## src/rtl/core/upps_pkg.sv

```systemverilog
// ----------------------------------------------------------------------------
// upps_pkg
// Shared types and constants for the UDP port packet steering block.
// ----------------------------------------------------------------------------
package upps_pkg;

    localparam logic [15:0] DEFAULT_UDP_PORT = 16'd9000;
    localparam int          QUEUE_COUNT      = 64;
    localparam logic [7:0]  QUEUE_LIMIT      = 8'(QUEUE_COUNT);

    localparam logic [15:0] ETHERTYPE_IPV4 = 16'h0800;
    localparam logic [7:0]  IP_PROTO_UDP   = 8'd17;
    localparam logic [3:0]  IHL_MIN        = 4'd5;

    localparam logic [6:0]  POS_ETYPE_HI   = 7'd12;
    localparam logic [6:0]  POS_ETYPE_LO   = 7'd13;
    localparam logic [6:0]  POS_IHL        = 7'd14;
    localparam logic [6:0]  POS_PROTO      = 7'd23;
    localparam logic [6:0]  POS_IP_MIN_END = 7'd34;
    localparam logic [6:0]  ETH_HDR_LEN    = 7'd14;
    localparam logic [6:0]  POS_MAX        = 7'd127;

    localparam int CFG_ADDR_W = 2;
    localparam int CFG_DATA_W = 64;

    localparam logic [CFG_ADDR_W-1:0] REG_MATCH_PORT  = 2'd0;
    localparam logic [CFG_ADDR_W-1:0] REG_BOND_IF     = 2'd1;
    localparam logic [CFG_ADDR_W-1:0] REG_BOUND_QMASK = 2'd2;

    typedef enum logic [1:0] {
        VERDICT_PASS  = 2'd0,
        VERDICT_BOND  = 2'd1,
        VERDICT_STEER = 2'd2
    } verdict_t;

    typedef struct packed {
        logic [15:0] want_port;
        logic [31:0] bond_if;
        logic [63:0] bound_mask;
    } cfg_t;

    typedef struct packed {
        logic       matched;
        logic [7:0] queue;
    } summary_t;

    // packed so that verdict sits in the lowest bits
    typedef struct packed {
        logic [63:0] port_matches;
        logic [63:0] frames_seen;
        logic [5:0]  target_queue;
        logic [31:0] target_interface;
        verdict_t    verdict;
    } result_t;

endpackage

```

## src/rtl/core/upps_cfg_regs.sv

```systemverilog
// ----------------------------------------------------------------------------
// upps_cfg_regs
// Configuration registers: steered port, bond interface, bound queue mask.
// ----------------------------------------------------------------------------
module upps_cfg_regs
    import upps_pkg::*;
(
    input  logic                  aclk,
    input  logic                  aresetn,
    input  logic                  cfg_wr_en,
    input  logic [CFG_ADDR_W-1:0] cfg_addr,
    input  logic [CFG_DATA_W-1:0] cfg_wr_data,
    output cfg_t                  cfg
);

    logic [15:0] match_port_reg;
    logic [31:0] bond_if_reg;
    logic [63:0] bound_mask_reg;

    always_ff @(posedge aclk) begin
        if (!aresetn) begin
            match_port_reg <= '0;
            bond_if_reg    <= '0;
            bound_mask_reg <= '0;
        end else if (cfg_wr_en) begin
            case (cfg_addr)
                REG_MATCH_PORT:  match_port_reg <= cfg_wr_data[15:0];
                REG_BOND_IF:     bond_if_reg    <= cfg_wr_data[31:0];
                REG_BOUND_QMASK: bound_mask_reg <= cfg_wr_data;
                default: ;
            endcase
        end
    end

    always_comb begin
        cfg.want_port  = (match_port_reg != 16'd0) ? match_port_reg : DEFAULT_UDP_PORT;
        cfg.bond_if    = bond_if_reg;
        cfg.bound_mask = bound_mask_reg;
    end

endmodule

```

## src/rtl/core/upps_parser.sv

```systemverilog
// ----------------------------------------------------------------------------
// upps_parser
// Per-byte header capture; registers a match summary on the last byte.
// ----------------------------------------------------------------------------
module upps_parser
    import upps_pkg::*;
(
    input  logic        aclk,
    input  logic        aresetn,
    input  logic        s_tvalid,
    output logic        s_tready,
    input  logic [7:0]  frame_byte,
    input  logic        frame_end,
    input  logic [7:0]  receive_queue,
    input  logic [15:0] want_port,
    output logic        sum_valid,
    output summary_t    sum,
    input  logic        sum_take
);

    logic [6:0]  pos_reg,   pos_next;
    logic [15:0] etype_reg, etype_next;
    logic [3:0]  ihl_reg,   ihl_next;
    logic [7:0]  proto_reg, proto_next;
    logic [15:0] dport_reg, dport_next;
    logic        done_reg,  done_next;
    logic        sum_valid_reg;
    summary_t    sum_reg;

    logic       accept;
    logic [6:0] udp_off;
    logic       udp_zone;
    logic       matched;

    assign s_tready = !sum_valid_reg || sum_take;
    assign accept   = s_tvalid && s_tready;

    always_comb begin
        etype_next = etype_reg;
        ihl_next   = ihl_reg;
        proto_next = proto_reg;
        dport_next = dport_reg;
        done_next  = done_reg;

        if (pos_reg == POS_ETYPE_HI) begin
            etype_next[15:8] = frame_byte;
        end else if (pos_reg == POS_ETYPE_LO) begin
            etype_next[7:0] = frame_byte;
        end else if (pos_reg == POS_IHL) begin
            ihl_next = frame_byte[3:0];
        end else if (pos_reg == POS_PROTO) begin
            proto_next = frame_byte;
        end

        udp_off  = ETH_HDR_LEN + {1'b0, ihl_next, 2'b00};
        udp_zone = (ihl_next >= IHL_MIN) && (pos_reg >= POS_IP_MIN_END);

        if (udp_zone) begin
            if (pos_reg == udp_off + 7'd2) begin
                dport_next[15:8] = frame_byte;
            end else if (pos_reg == udp_off + 7'd3) begin
                dport_next[7:0] = frame_byte;
            end else if (pos_reg == udp_off + 7'd7) begin
                done_next = 1'b1;
            end
        end

        // length checks are implied by done_next
        matched = (etype_next == ETHERTYPE_IPV4) && (proto_next == IP_PROTO_UDP) &&
                  (ihl_next >= IHL_MIN) && done_next && (dport_next == want_port);

        pos_next = (pos_reg < POS_MAX) ? pos_reg + 7'd1 : pos_reg;
    end

    always_ff @(posedge aclk) begin
        if (!aresetn) begin
            pos_reg   <= '0;
            etype_reg <= '0;
            ihl_reg   <= '0;
            proto_reg <= '0;
            dport_reg <= '0;
            done_reg  <= 1'b0;
        end else if (accept) begin
            if (frame_end) begin
                pos_reg   <= '0;
                etype_reg <= '0;
                ihl_reg   <= '0;
                proto_reg <= '0;
                dport_reg <= '0;
                done_reg  <= 1'b0;
            end else begin
                pos_reg   <= pos_next;
                etype_reg <= etype_next;
                ihl_reg   <= ihl_next;
                proto_reg <= proto_next;
                dport_reg <= dport_next;
                done_reg  <= done_next;
            end
        end
    end

    always_ff @(posedge aclk) begin
        if (!aresetn) begin
            sum_valid_reg <= 1'b0;
        end else if (accept && frame_end) begin
            sum_valid_reg <= 1'b1;
        end else if (sum_take) begin
            sum_valid_reg <= 1'b0;
        end
    end

    always_ff @(posedge aclk) begin
        if (accept && frame_end) begin
            sum_reg.matched <= matched;
            sum_reg.queue   <= receive_queue;
        end
    end

    assign sum_valid = sum_valid_reg;
    assign sum       = sum_reg;

endmodule

```

## src/rtl/core/upps_verdict.sv

```systemverilog
// ----------------------------------------------------------------------------
// upps_verdict
// Steering decision, frame/match counters and the result register.
// ----------------------------------------------------------------------------
module upps_verdict
    import upps_pkg::*;
(
    input  logic     aclk,
    input  logic     aresetn,
    input  cfg_t     cfg,
    input  logic     sum_valid,
    input  summary_t sum,
    output logic     sum_take,
    output logic     m_tvalid,
    input  logic     m_tready,
    output result_t  result
);

    logic [63:0] seen_reg,  seen_next;
    logic [63:0] match_reg, match_next;
    logic        m_valid_reg;
    result_t     result_reg, result_next;
    logic        out_ready;
    logic        steer;

    assign out_ready = !m_valid_reg || m_tready;
    assign sum_take  = sum_valid && out_ready;

    always_comb begin
        seen_next  = seen_reg + 64'd1;
        match_next = match_reg + {63'd0, sum.matched};
        steer      = sum.matched && (sum.queue < QUEUE_LIMIT) &&
                     cfg.bound_mask[sum.queue[5:0]];

        result_next.frames_seen      = seen_next;
        result_next.port_matches     = match_next;
        result_next.target_interface = '0;
        result_next.target_queue     = '0;
        if (steer) begin
            result_next.verdict      = VERDICT_STEER;
            result_next.target_queue = sum.queue[5:0];
        end else if (cfg.bond_if != 32'd0) begin
            result_next.verdict          = VERDICT_BOND;
            result_next.target_interface = cfg.bond_if;
        end else begin
            result_next.verdict = VERDICT_PASS;
        end
    end

    always_ff @(posedge aclk) begin
        if (!aresetn) begin
            seen_reg    <= '0;
            match_reg   <= '0;
            m_valid_reg <= 1'b0;
        end else if (sum_take) begin
            seen_reg    <= seen_next;
            match_reg   <= match_next;
            m_valid_reg <= 1'b1;
        end else if (m_tready) begin
            m_valid_reg <= 1'b0;
        end
    end

    always_ff @(posedge aclk) begin
        if (sum_take) begin
            result_reg <= result_next;
        end
    end

    assign m_tvalid = m_valid_reg;
    assign result   = result_reg;

endmodule

```

## src/rtl/core/udp_port_packet_steering.sv

```systemverilog
// ----------------------------------------------------------------------------
// udp_port_packet_steering
// Steers UDP frames by destination port to bound socket queues.
// ----------------------------------------------------------------------------
// The parser registers a match summary on the last byte; upps_verdict then registers
//   the verdict. Throughput: one byte request per cycle unless m_tready stalls the verdict;
//   capture and verdict are one register stage each, so frames stream without gaps.
// Reset: synchronous aresetn clears config, parser state, counters and m_tvalid.
module udp_port_packet_steering
    import upps_pkg::*;
(
    input  logic                  aclk,
    input  logic                  aresetn,
    input  logic                  cfg_wr_en,
    input  logic [CFG_ADDR_W-1:0] cfg_addr,
    input  logic [CFG_DATA_W-1:0] cfg_wr_data,
    input  logic                  s_tvalid,
    output logic                  s_tready,
    input  logic [7:0]            s_tdata,   // [7:0] frame_byte
    input  logic                  s_tlast,   // frame_end
    input  logic [7:0]            s_tuser,   // [7:0] receive_queue
    output logic                  m_tvalid,
    input  logic                  m_tready,
    output logic [167:0]          m_tdata    // [1:0] verdict, [33:2] target_interface,
                                             // [39:34] target_queue, [103:40] frames_seen,
                                             // [167:104] port_matches
);

    cfg_t     cfg;
    logic     sum_valid;
    logic     sum_take;
    summary_t sum;
    result_t  result;

    upps_cfg_regs u_cfg (
        .aclk        (aclk),
        .aresetn     (aresetn),
        .cfg_wr_en   (cfg_wr_en),
        .cfg_addr    (cfg_addr),
        .cfg_wr_data (cfg_wr_data),
        .cfg         (cfg)
    );

    upps_parser u_parser (
        .aclk          (aclk),
        .aresetn       (aresetn),
        .s_tvalid      (s_tvalid),
        .s_tready      (s_tready),
        .frame_byte    (s_tdata),
        .frame_end     (s_tlast),
        .receive_queue (s_tuser),
        .want_port     (cfg.want_port),
        .sum_valid     (sum_valid),
        .sum           (sum),
        .sum_take      (sum_take)
    );

    upps_verdict u_verdict (
        .aclk      (aclk),
        .aresetn   (aresetn),
        .cfg       (cfg),
        .sum_valid (sum_valid),
        .sum       (sum),
        .sum_take  (sum_take),
        .m_tvalid  (m_tvalid),
        .m_tready  (m_tready),
        .result    (result)
    );

    assign m_tdata = result;

endmodule

```

## config.mk

```make
export PLATFORM = sky130hd
export DESIGN_NAME = udp_port_packet_steering
export DESIGN_NICKNAME = d
export VERILOG_FILES = /design/src/rtl/core/upps_pkg.sv /design/src/rtl/core/upps_cfg_regs.sv /design/src/rtl/core/upps_parser.sv /design/src/rtl/core/upps_verdict.sv /design/src/rtl/core/udp_port_packet_steering.sv
export SDC_FILE = /design/constraint.sdc
export NUM_CORES = 1
export LEC_CHECK = 0
export CORE_AREA = 2 2 204 206
export DETAILED_ROUTE_END_ITERATION = 10
export DIE_AREA = 0 0 206 208
export DONT_BUFFER_PORTS = 1
export PLACE_DENSITY = 0.81
export SETUP_SLACK_MARGIN = 0.4
export SYNTH_ARGS = -nofsm -noshare
export SYNTH_HDL_FRONTEND = slang
export SYNTH_HIERARCHICAL = 1
export SYNTH_SLANG_ARGS = --single-unit
```

## constraint.sdc

```tcl
create_clock -name aclk -period 20.3 [get_ports aclk]
set_clock_uncertainty 0.2 [all_clocks]
set_input_delay 2.03 -clock aclk [delete_from_list [all_inputs] [get_ports aclk]]
set_output_delay 2.03 -clock aclk [all_outputs]
set_load 0.1 [all_outputs]
```

Word level (Yosys, flattened, before mapping)
Cells that the tools add are included.
{ "op_classes": {"n_addsub": 7, "n_lt_le_gt_ge": 5, "n_eq_ne": 12, "mux": 33, "n_bitwise": 1, "n_reduce_logical": 25} }
{ "op_table": {"columns": ["operator", "n"], "rows": [
  ["two-way mux 8 bit", 11],
  ["adder 64 x 1 -> 64 bit", 1],
  ["adder 64 x 1 -> 64 bit (second input constant)", 1],
  ["two-way mux 16 bit", 4],
  ["nonzero test 32 bit", 1],
  ["== test 7 x 4 -> 1 bit (second input constant)", 3],
  ["== test 7 bit", 3],
  ["== test 16 x 12 -> 1 bit (second input constant)", 1],
  ["== test 16 bit", 1],
  ["two-way mux 4 bit", 4],
  ["nonzero test 16 bit", 1],
  ["adder 7 x 2 -> 7 bit (second input constant)", 2],
  ["two-way mux 7 bit", 2],
  ["two-way mux 1 bit", 11],
  ["logical AND 1 bit", 10],
  ["== test 8 x 5 -> 1 bit (second input constant)", 1],
  ["< comparator 8 x 7 -> 1 bit (second input constant)", 1],
  ["AND reduction 2 bit", 4],
  ["adder 4 x 6 -> 7 bit (first input constant)", 1],
  ["adder 7 x 1 -> 7 bit (second input constant)", 1],
  ["adder 7 x 3 -> 7 bit (second input constant)", 1],
  ["== test 7 x 5 -> 1 bit (second input constant)", 1],
  [">= comparator 7 x 6 -> 1 bit (second input constant)", 1],
  ["< comparator 6 x 7 -> 1 bit (second input constant)", 1],
  ["11 further kinds", 15]
]} }
{ "word_totals": {"register_bits": 471, "inputBits": 88, "out_inout_bits": 170} }

Depth between registers and ports, before layout
{ "logic_depth": {"depth_word": 13, "ltp_mapped": 19, "ltp_nobuf": 18} }

Modules after synthesis
The synthesis kept the hierarchy.
{ "modules_own_cells": {"columns": ["module", "n_inst", "cells_each", "area_per_inst_um2", "seq_area_each_um2"], "rows": [
  ["upps_verdict", 1, 1300, 14184.9, 7627.3],
  ["upps_cfg_regs", 1, 511, 4332.9, 2242.2],
  ["upps_parser", 1, 410, 3632.2, 1331.3]
]} }

Worst setup path after synthesis
OpenSTA, ideal clock, no wires.
{ "synth_path": {"path_kind": "input-to-output", "from": "input port m_tready", "to": "output port s_tready", "arrival_time_ps": 8697, "slack_ps": 9373, "cell_stages": 6, "path_buffers": 2, "path_cell_list": "nand2b_1 -> nand2_1 -> clkinv_1 -> clkbuf_1 -> buf_1 -> nand2b_1"} }
{ "synth_via": {"elab_chain_len": 3} }
{ "synth_lines": {"columns": ["item", "line", "rtl"], "rows": [
  ["start, declared", "udp_port_packet_steering.sv:23", "input logic m_tready,"],
  ["logical OR 1 bit", "upps_verdict.sv:26", "assign out_ready = !m_valid_reg || m_tready;"],
  ["logical AND 1 bit", "upps_verdict.sv:27", "assign sum_take = sum_valid && out_ready;"],
  ["net sum_take", "udp_port_packet_steering.sv:31", "logic sum_take;"],
  ["logical OR 1 bit", "upps_parser.sv:35", "assign s_tready = !sum_valid_reg || sum_take;"],
  ["end, declared", "udp_port_packet_steering.sv:18", "output logic s_tready,"]
]} }
The timed path passes the listed nets, and every way through them passes these cells.

Worst setup path in the final report
{ "layout_path": {"from": "register u_parser.pos_reg[0]", "to": "register u_parser.sum_reg (netlist bit u_parser/sum[8]) (data pin)"} }
{ "layout_via": {"elab_chain_len": 13, "word_cells_on_any_way": 39, "cone_classes": "add/sub (4); order compare (2); eq/ne (10); mux (18); reduce/logical (5)"} }
{ "layout_lines": {"columns": ["item", "line", "rtl"], "rows": [
  ["start, declared", "upps_parser.sv:21", "logic [6:0] pos_reg, pos_next;"],
  ["start signal, assigned", "upps_parser.sv:92", "pos_reg <= pos_next;"],
  ["parallel branches: the longest is 12 deep, another holds adder 4 x 6 -> 7 bit", null, null],
  ["logical AND 1 bit (*)", "upps_parser.sv:70", "(ihl_next >= IHL_MIN) && done_next && (dport_next == want_port);"],
  ["net u_parser.matched", "upps_parser.sv:33", "logic matched;"],
  ["end, declared", "upps_parser.sv:28", "summary_t sum_reg;"]
]} }
Mark *: on every way through the listed nets, which the timed path passes.
A chain may end at the register's enable or synchronous reset.

==> flow_summary_export.csv <==
group,metric,value,unit
pwr,leakage,8.306,nW
logic_synthesis,synth_cell_types,81,
grt,grt_pass1_vias,15280,
clock_tree,clk_pin_slew,60,ps
critical_path,worst_ep_required_time,20500,ps
grt,met2_usage,0.3961,
final_layout,insertedDiodeCount,0,
sta,worstMarginPinSlew,1175,ps
sta,slew_violations,0,
sta,fmax,181.1,MHz
final_layout,areaGrowthSynthToFinish,7.931,%
grt,top_usage_layer,"met2",
critical_path,arrival,5720,ps
sta,rsz0062_at_grt,"no",
sta,final-setup-viol-count,0,
critical_path,slowest_stage,"or4b_4",
status,outcome,"complete, no violations",
clock_tree,cts_max_level,2,
logic_synthesis,synth-seq-area-share,0.5057,
sta,hold_viol,0,
logic_synthesis,synth_edf_count,177,
placement,io_buffers,0,
sta,relSlewSlack,0.2143,
clock_tree,clockBufferDepth,3,
worst_hold_path,hold_path_depth,2,
pwr,p_clk_frac,0.428,
pwr,switchingPower,0.0005803,W
worst_hold_path,hp-class,"reg2reg",
grt,overflow,0,
final_layout,stdcell_count,2715,
route,avgViaCountPerCell,5.843,
grt,grt_max_degree,293,
logic_synthesis,netlist_area,0.02215,sq mm
placement,post-dp-hpwl,35.41,mm
clock_tree,root_buffer,"clkbuf_16",
critical_path,worst-path-stages,19,
critical_path,worstRegToRegCells,19,
clock_tree,cts_buffers,47,
critical_path,crit_top_cell,"ha_1",
final_layout,largest_reg_flops,168,
route,drc_errors,0,
critical_path,startpoint_type,"register",
logic_synthesis,synth-seq-cells,471,
critical_path,critPathKind,"reg2reg",
pwr,power.density,90.80,mW/mm^2
clock_tree,ctsResizeCount,0,
route,ant_nets,0,
floorplanning,dieArea,0.04285,sq mm
sta,post-route-period-util,0.2721,
grt,antenna_found_initial,0,
floorplanning,io_pins,258,
final_layout,drive_gt1_frac,0.06138,
floorplanning,die_h,208,microns
pwr,combPwrFrac,0.033,
pwr,irDropWorstVdd,0.00007954,V
floorplanning,fp.dieW,206,microns
critical_path,crit_path_max_incr_delay,620,ps
route,drtIter0Drc,1448,
logic_synthesis,synthArstFlopShare,0,
logic_synthesis,synthFlopType,"dfxtp_1",
route,totalWireLength,51.96,mm
pwr,seqPwrFrac,0.539,
grt,grt_use_met3,0.06469,
critical_path,cp_num_buf_inv,3,
grt,use_met1,0.3024,
critical_path,critical_path.top_delay_family,"simple AND/OR/NAND/NOR gates",
clock_tree,cts_tree,"done",
clock_tree,post-cts-setup-buffer-count,0,
floorplanning,core.rowCount,74,
placement,dp.cells,2628,
floorplanning,start_util,0.5462,
critical_path,worstSetupEndpointType,"register",
pwr,p_sw_frac,0.2673,
clock_tree,clock_latency,590,ps
job,maxCapViolCount,0,
critical_path,path_max_fanout,14,
route,wl_per_cell,19.14,microns
floorplanning,design.core.area,0.04055,sq mm
final_layout,n_fill_cell,3270,
logic_synthesis,syn_inst,2221,
logic_synthesis,syn-num-nets,2319,
clock_tree,holdBufCountCts,0,
placement,gp_congestion,0.8968,
route,vias,15860,
final_layout,nets,2243,
logic_synthesis,syn_area_per_cell,9.973,sq um
clock_tree,cts.sinks,471,
sta,finalCriticalPeriod,5523,ps
grt,grt_pass1_wl,82.33,mm
sta,fin_setup_tns,0,ps
grt,grt_usage,0.2381,
route,dr.pass1.iters,9,
logic_synthesis,ys_warn_count,6,
pwr,p_int,0.001590,W
critical_path,crit_chain,"inv_1 -> ha_1 -> or4b_4 -> o21ai_0 -> nand2_1 -> inv_1 -> ha_1 -> xnor2_1 -> ha_1 -> or2_2 -> a21oi_1 -> o22ai_1 -> xor2_1 -> nor4b_2 -> buf_4 -> mux2_2 -> a22oi_1 -> or4b_1 -> nor4_2",
[cell usage after synthesis, types with 5 or more instances]
master	instances	area, sq um
and2_1	158	988.5
edfxtp_1	177	5315
clkbuf_1	81	304.0
and3_1	30	187.7
nor3_1	40	200.2
o21a_1	5	37.54
a21boi_1	79	593.1
ha_1	10	125.1
a211oi_1	6	45.04
nor4_2	7	87.58
nand4_1	60	375.4
buf_6	12	135.1
mux2i_1	30	300.3
a22oi_1	54	405.4
a21oi_1	16	80.08
o22ai_1	7	43.79
inv_1	35	131.4
xor2_1	100	875.8
xnor2_1	154	1349
nand3_1	80	400.4
a21boi_0	47	352.8
nor2b_1	64	400.4
and4_1	20	175.2
nand2_1	360	1351
dfxtp_1	294	5886
mux4_2	8	180.2
buf_4	7	52.55
nand2b_1	16	100.1
or3_1	12	75.07
nor2_1	81	304.0
nor4_1	33	206.5
buf_2	31	155.2
o21ai_0	20	100.1
[metal layers]
layer | share of wire | routed length (microns)
met5 | 0 | 0
met2 | 0.48 | 25130
met4 | 0.023 | 1221
met3 | 0.082 | 4263
met1 | 0.41 | 21350
[stage by stage]
step / cell area (sq um) / utilization / total power (W) / worst slack [ps] / hold slack (ps)
6_report: 23910 / 0.5895 / 0.002171 / 14780 / 253.9
5_1_grt: 23910 / 0.5895 / 0.002233 / 14440 / 273.6
4_1_cts: 23910 / 0.5895 / 0.002187 / 14800 / 254.1
3_5_place_dp: 22250 / 0.5486 / 0.001261 / 14420 / 245.4
3_3_place_gp: 22250 / 0.5486 / 0.001258 / 14490 / 237.5
2_1_floorplan: 22150 / - / 0.001249 / 9373 / 231.9
[area by class of cell]
| class | instances | area (sq um) | share of cell area |
|---|---|---|---|
| clock inverters | 30 | 415.4 | 0.01738 |
| inverters | 36 | 142.6 | 0.005966 |
| clock buffers | 57 | 1244 | 0.05202 |
| multi-input cells | 1579 | 10160 | 0.4251 |
| repair buffers | 10 | 75.07 | 0.003140 |
| flip-flops and latches | 471 | 11200 | 0.4685 |
| well taps | 532 | 665.6 | 0.02784 |
[placed cells by master (no fill, tap or decap), types with 12 or more instances in the layout]
master and instances:
and2_1 158, nor2b_1 64, nand2_1 359, and3_1 30, inv_1 35, dfxtp_1 294
mux2i_1 30, xor2_1 100, or3_1 12, nor4_1 33, xnor2_1 154, clkbuf_16 47
nand3_1 80, nand2b_1 16, nand4_1 60, a21boi_1 79, o21ai_0 20, a22oi_1 54
nor3_1 40, nor2_1 81, and4_1 20, a21oi_1 15, edfxtp_1 177, a21boi_0 47
[path summary, 6_finish.rpt]
check | from | end | slack [ps]
max | u_parser/pos_reg[0]$_SDFFE_PN0P_ | u_parser/sum[8]$_DFFE_PP_ | 14780
min | u_cfg/bound_mask_reg[45]$_SDFFE_PN0P_ | u_cfg/bound_mask_reg[45]$_SDFFE_PN0P_ | 250
max reg2reg | u_parser/pos_reg[0]$_SDFFE_PN0P_ | u_parser/sum[8]$_DFFE_PP_ | 14780
min reg2reg | u_cfg/bound_mask_reg[45]$_SDFFE_PN0P_ | u_cfg/bound_mask_reg[45]$_SDFFE_PN0P_ | 250
[worst register-to-register path, delay by kind of cell, from the launching register on]
family          cells  cell delay (ps)
xor+xnor            2              320
buf+inv             3              450
mux                 1              360
compound gates      4              700
simple gates        6             2050
flops               1              430
fa+ha+maj           3              860
[power groups by stage]
stage                     combinational [W]  sequential [W]  clock [W]
after CTS                         0.0000708         0.00117   0.000945
final                             0.0000714         0.00117   0.000929
after floorplan                   0.0000638         0.00119          0
after global placement            0.0000684         0.00119          0
after global routing              0.0000781         0.00117   0.000983
after detailed placement          0.0000705         0.00119          0
[kinds of logic after synthesis]
kind of cell / after synthesis / synth area share
buffers and inverters: 171 / 0.03610
muxes: 43 / 0.02423
AOI/OAI and AO/OA: 264 / 0.08586
and+or+nand+nor: 1008 / 0.2420
xor gates and xnor gates: 254 / 0.1004
DFF: 471 / 0.5057
adders and majority gates: 10 / 0.005649
Note: power is estimated with default switching activity, not from simulation.
